[config.mk]
export PLATFORM = sky130hd
export DESIGN_NAME = psr_front_flat
export DESIGN_NICKNAME = d
export VERILOG_FILES = /design/src/rtl/psr_pkg.sv /design/src/rtl/psr_if.sv /design/src/rtl/psr_front.sv /design/src/flat_wrapper.sv
export SDC_FILE = /design/constraint.sdc
export NUM_CORES = 1
export LEC_CHECK = 0
export BUFFER_PORTS_ARGS = -buffer_cell sky130_fd_sc_hd__buf_2
export CORE_MARGIN = 10
export CORE_UTILIZATION = 45
export DETAILED_ROUTE_END_ITERATION = 16
export PLACE_DENSITY_LB_ADDON = 0.1
export SLEW_MARGIN = 20
export SYNTH_ARGS = -nofsm -noshare
export SYNTH_HDL_FRONTEND = slang
export SYNTH_SLANG_ARGS = --single-unit
[constraint.sdc]
create_clock -name clk -period 27.9 [get_ports clk]
set_input_delay 5.58 -clock clk [delete_from_list [all_inputs] [get_ports clk]]
set_output_delay 5.58 -clock clk [all_outputs]
set_load 0.05 [all_outputs]
[src/rtl/psr_pkg.sv]
// Shared types and constants of the planar span raster engine.
// No dependencies; used by the front end, the command queue, the drawing engine and the top level.
package psr_pkg;

    localparam int PIX_W  = 10;
    localparam int ROW_W  = 10;
    localparam int ADDR_W = 17;

    typedef enum logic [2:0] {
        OP_POINT  = 3'd0,
        OP_SPAN   = 3'd1,
        OP_SHADOW = 3'd2,
        OP_RECT   = 3'd3,
        OP_CLEAR  = 3'd4,
        OP_READ   = 3'd5
    } op_t;

    typedef enum logic [2:0] {
        K_NONE,
        K_FILL,
        K_SHADOW,
        K_CLEAR,
        K_READ
    } kind_t;

    typedef struct packed {
        kind_t              kind;
        logic [PIX_W-1:0]   lo;
        logic [PIX_W-1:0]   hi;
        logic [ADDR_W-1:0]  row_base;
        logic [ROW_W-1:0]   rows;
        logic [3:0]         colour;
        logic               prio;
        logic [63:0]        shadow_map;
    } cmd_t;

    typedef enum logic [2:0] {
        B_SWEEP,
        B_IDLE,
        B_RD,
        B_MOD,
        B_CLR,
        B_RDX,
        B_RDD,
        B_DONE
    } bstate_t;

endpackage

[src/rtl/psr_if.sv]
// Channel interfaces of the planar span raster engine: request, result, config.
// No dependencies; the widths are written out in each interface.
interface psr_item_if;
    logic               valid;
    logic               ready;
    logic [2:0]         operation;
    logic signed [15:0] coord_x;
    logic signed [15:0] coord_y;
    logic signed [15:0] extent_x;
    logic signed [15:0] extent_y;
    logic [3:0]         colour;
    logic               set_priority;
    logic [63:0]        shadow_map;
    modport source (output valid, operation, coord_x, coord_y, extent_x, extent_y,
                    colour, set_priority, shadow_map, input ready);
    modport sink (input valid, operation, coord_x, coord_y, extent_x, extent_y,
                  colour, set_priority, shadow_map, output ready);
endinterface


interface psr_cfg_if;
    logic valid;
    logic ready;
    logic shadow_mode_enabled;
    modport source (output valid, shadow_mode_enabled, input ready);
    modport sink (input valid, shadow_mode_enabled, output ready);
endinterface

[src/rtl/psr_front.sv]
// Front end: accepts requests, clips them to the layer and classifies them.
// Depends on psr_pkg and the channel interfaces.
module psr_front
    import psr_pkg::*;
#(
    parameter int LAYER_WIDTH  = 320,
    parameter int LAYER_HEIGHT = 200
)(
    input  logic        clk,
    input  logic        rst_n,
    psr_item_if.sink    items,
    psr_cfg_if.sink     cfg,
    output logic        push,
    output cmd_t        push_cmd,
    input  logic        push_ready
);

    localparam int GPR = (LAYER_WIDTH + 15) / 16;
    localparam logic signed [17:0] WMAX = 18'(LAYER_WIDTH - 1);
    localparam logic signed [17:0] HMAX = 18'(LAYER_HEIGHT - 1);
    localparam logic signed [17:0] GMAX = 18'(GPR - 1);

    logic shadow_reg;
    logic shadow_next;

    logic signed [17:0] sx, sy, sex, sey;
    logic signed [17:0] xl, yl, wa, ha, hr, vr, lo, hi, y0, y1;
    logic               ok;
    kind_t              kind;

    assign cfg.ready   = 1'b1;
    assign items.ready = push_ready;
    assign push        = items.valid && push_ready;
    assign shadow_next = (cfg.valid) ? cfg.shadow_mode_enabled : shadow_reg;

    always_ff @(posedge clk or negedge rst_n)
    begin
        if (!rst_n)
        begin
            shadow_reg <= 1'b0;
        end
        else
        begin
            shadow_reg <= shadow_next;
        end
    end

    always_comb
    begin
        sx  = 18'(items.coord_x);
        sy  = 18'(items.coord_y);
        sex = 18'(items.extent_x);
        sey = 18'(items.extent_y);
        xl  = (sx < 0) ? 18'sd0 : sx;
        yl  = (sy < 0) ? 18'sd0 : sy;
        wa  = (sx < 0) ? sex + sx : sex;
        ha  = (sy < 0) ? sey + sy : sey;
        hr  = xl + wa - 18'sd1;
        vr  = yl + ha - 18'sd1;
        lo   = sx;
        hi   = sx;
        y0   = sy;
        y1   = sy;
        ok   = 1'b0;
        kind = K_NONE;
        unique case (items.operation)
            OP_POINT:
            begin
                ok   = sx >= 0 && sx <= WMAX && sy >= 0 && sy <= HMAX;
                kind = ok ? K_FILL : K_NONE;
            end
            OP_SPAN, OP_SHADOW:
            begin
                lo   = xl;
                hi   = (sex > WMAX) ? WMAX : sex;
                ok   = sy >= 0 && sy <= HMAX && lo <= hi;
                kind = !ok ? K_NONE :
                       (items.operation == OP_SHADOW && shadow_reg) ? K_SHADOW : K_FILL;
            end
            OP_RECT:
            begin
                lo   = xl;
                hi   = (hr > WMAX) ? WMAX : hr;
                y0   = yl;
                y1   = (vr > HMAX) ? HMAX : vr;
                ok   = hi >= lo && y1 >= y0;
                kind = ok ? K_FILL : K_NONE;
            end
            OP_CLEAR:
            begin
                y0   = 18'sd0;
                y1   = 18'sd0;
                kind = K_CLEAR;
            end
            OP_READ:
            begin
                ok   = sx >= 0 && sx <= GMAX && sy >= 0 && sy <= HMAX;
                kind = ok ? K_READ : K_NONE;
            end
            default:
            begin
                kind = K_NONE;
            end
        endcase
        push_cmd.kind       = kind;
        push_cmd.lo         = lo[PIX_W-1:0];
        push_cmd.hi         = hi[PIX_W-1:0];
        push_cmd.row_base   = ADDR_W'(y0[ROW_W-1:0] * GPR);
        push_cmd.rows       = ROW_W'(y1 - y0);
        push_cmd.colour     = items.colour;
        push_cmd.prio       = items.set_priority;
        push_cmd.shadow_map = items.shadow_map;
    end

endmodule

[src/flat_wrapper.sv]
// flat-port wrapper written by rule: the top's interface ports become plain ports
module psr_front_flat import psr_pkg::*;
#(
    parameter int LAYER_WIDTH  = 320,
    parameter int LAYER_HEIGHT = 200
)
  (clk, rst_n, push, push_cmd, push_ready, items_valid, items_operation, items_coord_x, items_coord_y, items_extent_x, items_extent_y, items_colour, items_set_priority, items_shadow_map, items_ready, cfg_valid, cfg_shadow_mode_enabled, cfg_ready);
  psr_item_if items_i ();
  psr_cfg_if cfg_i ();
  input  logic clk;
  input  logic rst_n;
  output logic push;
  output cmd_t push_cmd;
  input  logic push_ready;
  input wire logic [$bits(items_i.valid)-1:0] items_valid;
  input wire logic [$bits(items_i.operation)-1:0] items_operation;
  input wire logic [$bits(items_i.coord_x)-1:0] items_coord_x;
  input wire logic [$bits(items_i.coord_y)-1:0] items_coord_y;
  input wire logic [$bits(items_i.extent_x)-1:0] items_extent_x;
  input wire logic [$bits(items_i.extent_y)-1:0] items_extent_y;
  input wire logic [$bits(items_i.colour)-1:0] items_colour;
  input wire logic [$bits(items_i.set_priority)-1:0] items_set_priority;
  input wire logic [$bits(items_i.shadow_map)-1:0] items_shadow_map;
  output wire logic [$bits(items_i.ready)-1:0] items_ready;
  input wire logic [$bits(cfg_i.valid)-1:0] cfg_valid;
  input wire logic [$bits(cfg_i.shadow_mode_enabled)-1:0] cfg_shadow_mode_enabled;
  output wire logic [$bits(cfg_i.ready)-1:0] cfg_ready;
  assign items_i.valid = items_valid;
  assign items_i.operation = items_operation;
  assign items_i.coord_x = items_coord_x;
  assign items_i.coord_y = items_coord_y;
  assign items_i.extent_x = items_extent_x;
  assign items_i.extent_y = items_extent_y;
  assign items_i.colour = items_colour;
  assign items_i.set_priority = items_set_priority;
  assign items_i.shadow_map = items_shadow_map;
  assign items_ready = items_i.ready;
  assign cfg_i.valid = cfg_valid;
  assign cfg_i.shadow_mode_enabled = cfg_shadow_mode_enabled;
  assign cfg_ready = cfg_i.ready;
  psr_front #(.LAYER_WIDTH(LAYER_WIDTH), .LAYER_HEIGHT(LAYER_HEIGHT)) u_core (.clk(clk), .rst_n(rst_n), .items(items_i), .cfg(cfg_i), .push(push), .push_cmd(push_cmd), .push_ready(push_ready));
endmodule
==> flow_summary.ini <==
[floorplanning]
fp.dieH_um = 151
core_um2 = 16700
die_w_um = 151
ios = 264
start_util = 0.462
num_rows = 47
die_area_um2 = 22800

[timing]
finalHoldViolCount = 0
rsz0062_at_grt = no
skew_ns = 0
slew_headroom = 0.392
fin_tns_setup_ns = 0
max_freq_mhz = 51.7
report.final.slew_viol_count = 0
fin_ws_ns = 8.54
worst_slew_pin_slew_ns = 0.912
finalCriticalPeriod_ns = 19.36
min_period_over_period = 0.694
finalSetupViolCount = 0

[worst_setup_path]
worstPathArrival_ns = 13.78
required_ns = 22.32
setup.worst_path.class = input port to primary output
crit_slowest_cell = or4_1
worstSetupStartpointType = input port
critPathMaxFanout = 12
critPathMaxStageDelay_ns = 0.51
crit_path_end_kind = primary output

[yosys]
synth-edff-count = 0
yosysUniqueCellTypes = 76
yosysSeqAreaShare = 0.00324
synth_area_leaders = ha_1 26%, buf_4 7.3%, inv_1 6.2%
synth_top_area_cell = ha_1
yosys_warnings = 0
async_flop_share = 1.00
syn_area_um2 = 7710
ys.flop_type = dfrtp_1
synthDominantCellAreaShare = 0.258
syn_inst = 1115
ys_seq_elements = 1
avgSynthCellArea_um2 = 6.92

[pwr]
p_comb_frac = 0.996
p_int_w = 0.000169
p_per_area_nw_per_um2 = 55.9
vdd_drop_max_mv = 0.0368
p_seq_frac = 0.004
p_leak_nw = 4.08
pwr-share-clk = 0
p_sw_frac = 0.621
p_switching_w = 0.000277

[drt]
first_pass_iters = 7
wl_um = 23600
drc = 0
drt_iter0_markers = 471
dr_total_vias = 7835
wire_per_inst_um = 17.4
via_per_inst = 5.76
ant_nets = 0

[global_routing]
grt_pass1_vias = 7250
use_met2 = 0.294
grt_first_pass_wirelength_um = 37800
top_usage_layer = met1
grt_use_met1 = 0.298
met3_usage = 0.0310
grt_max_degree = 41
track_usage = 0.198
antenna_found_initial = 0
grt_overflow_total = 0

[run]
maxCapViolCount = 0

[cts]
clk_latency_ns = 0
cts_resized = 0
ctsHoldBuffers = 0
path_clk_slew_ns = 0
cts_setup_buffers = 0

[cells_and_area]
final_area_um2 = 7960
fillers = 1791
layout.nets = 1450
multi_input_area_um2 = 6560
largest_register_ff_count = 1
diodes = 0
layout_common_cells = 159 x ha_1, 128 x inv_1, 120 x buf_2
seqCellArea_um2 = 25.0
synthToLayoutAreaGrowth_pct = 3.26
drive_gt1_frac = 0.122
final_common_cell = ha_1
fin_util = 0.477

[place]
dp_hpwl_um = 20100
gp_congestion = 0.914
io_buffers = 120
placed_area_um2 = 7960
pre_cts_ws_ns = 8.65

[min_path]
hold_class = register to register

[outcome]
status = finished, final reports clean
-- metrics by stage --
step	instances	power, W	hold WS, ns
floorplan	1118	0.000365	0.494
global placement	1361	0.000439	0.586
detailed placement	1361	0.000438	0.596
CTS	1361	0.000441	0.596
global route	1361	0.000496	0.618
finish	1361	0.000445	0.600
-- per-layer routing --
metal  vias up  routed length [um]
met3        34                1720
met5         -                   0
met2       257                9630
met1      3587               12100
li1       3957                   -
met4         0                 237
-- power by group through the flow --
stage	combinational [W]	clock (W)	sequential, W
5_1_grt	0.000494	0	0.00000182
6_report	0.000443	0	0.00000182
2_1_floorplan	0.000363	0	0.00000169
3_5_place_dp	0.000437	0	0.00000181
4_1_cts	0.000439	0	0.00000181
3_3_place_gp	0.000438	0	0.00000180
-- Yosys cell counts (all sizes together), types with 4 or more instances --
| cell | number |
|---|---|
| a211oi | 11 |
| a21boi | 7 |
| a21o | 18 |
| a21oi | 73 |
| a221o | 7 |
| a31oi | 17 |
| and2 | 20 |
| and3 | 16 |
| and4 | 4 |
| buf | 80 |
| clkbuf | 20 |
| fa | 6 |
| ha | 159 |
| inv | 128 |
| mux2i | 24 |
| nand2 | 102 |
| nand2b | 31 |
| nand3 | 18 |
| nand4 | 9 |
| nor2 | 75 |
| nor2b | 18 |
| nor3 | 32 |
| nor4 | 8 |
| o2111ai | 4 |
| o211ai | 13 |
| o21a | 10 |
| o21ai | 46 |
| o21bai | 14 |
| o221a | 6 |
| o221ai | 8 |
| o311ai | 4 |
| o31ai | 6 |
| or2 | 9 |
| or3 | 6 |
| xnor2 | 43 |
| xor2 | 12 |
-- path summary, 6_finish.rpt --
check | endpoint | cells past startpoint | slack (ns) | start
worst max register to register | u_core.shadow_reg$_DFFE_PN0P_ | 1 | 27.10 | u_core.shadow_reg$_DFFE_PN0P_
worst min-delay path | u_core.shadow_reg$_DFFE_PN0P_ | 1 | 0.60 | u_core.shadow_reg$_DFFE_PN0P_
worst max-delay path | push_cmd[78] | 37 | 8.54 | items_coord_y[0]
min in group asynchronous | u_core.shadow_reg$_DFFE_PN0P_ | 1 | 5.36 | rst_n
max in group asynchronous | u_core.shadow_reg$_DFFE_PN0P_ | 1 | 22.46 | rst_n
worst min register to register | u_core.shadow_reg$_DFFE_PN0P_ | 1 | 0.60 | u_core.shadow_reg$_DFFE_PN0P_
-- critical path, delay by kind of cell --
| family | cells | cell delay (ns) |
|---|---|---|
| AOI/OAI and AO/OA | 20 | 4.23 |
| xor gates and xnor gates | 2 | 0.29 |
| and+or+nand+nor | 6 | 1.43 |
| buffers and inverters | 3 | 0.47 |
| muxes | 1 | 0.11 |
| adders and majority gates | 5 | 1.64 |
-- cell families (layout without fill, tap and decap cells) --
family	count (synthesis)	in the layout	synth area share
AO/OA/AOI/OAI	278	278	0.246
XOR/XNOR	55	55	0.0625
adder cells (fa/ha/maj)	165	165	0.274
buffers and inverters	228	251	0.148
flip-flops	1	1	0.00324
multiplexers	26	26	0.0341
other	2	5	0.000974
AND/OR/NAND/NOR	360	360	0.232
-- layout make-up --
cell class | count | area share
Inverter | 128 | 0.0603
Sequential cell | 1 | 0.00314
Timing Repair Buffer | 123 | 0.0782
Tap cell | 220 | 0.0346
Multi-Input combinational cell | 889 | 0.824
Note: power is estimated with default switching activity, not from simulation.
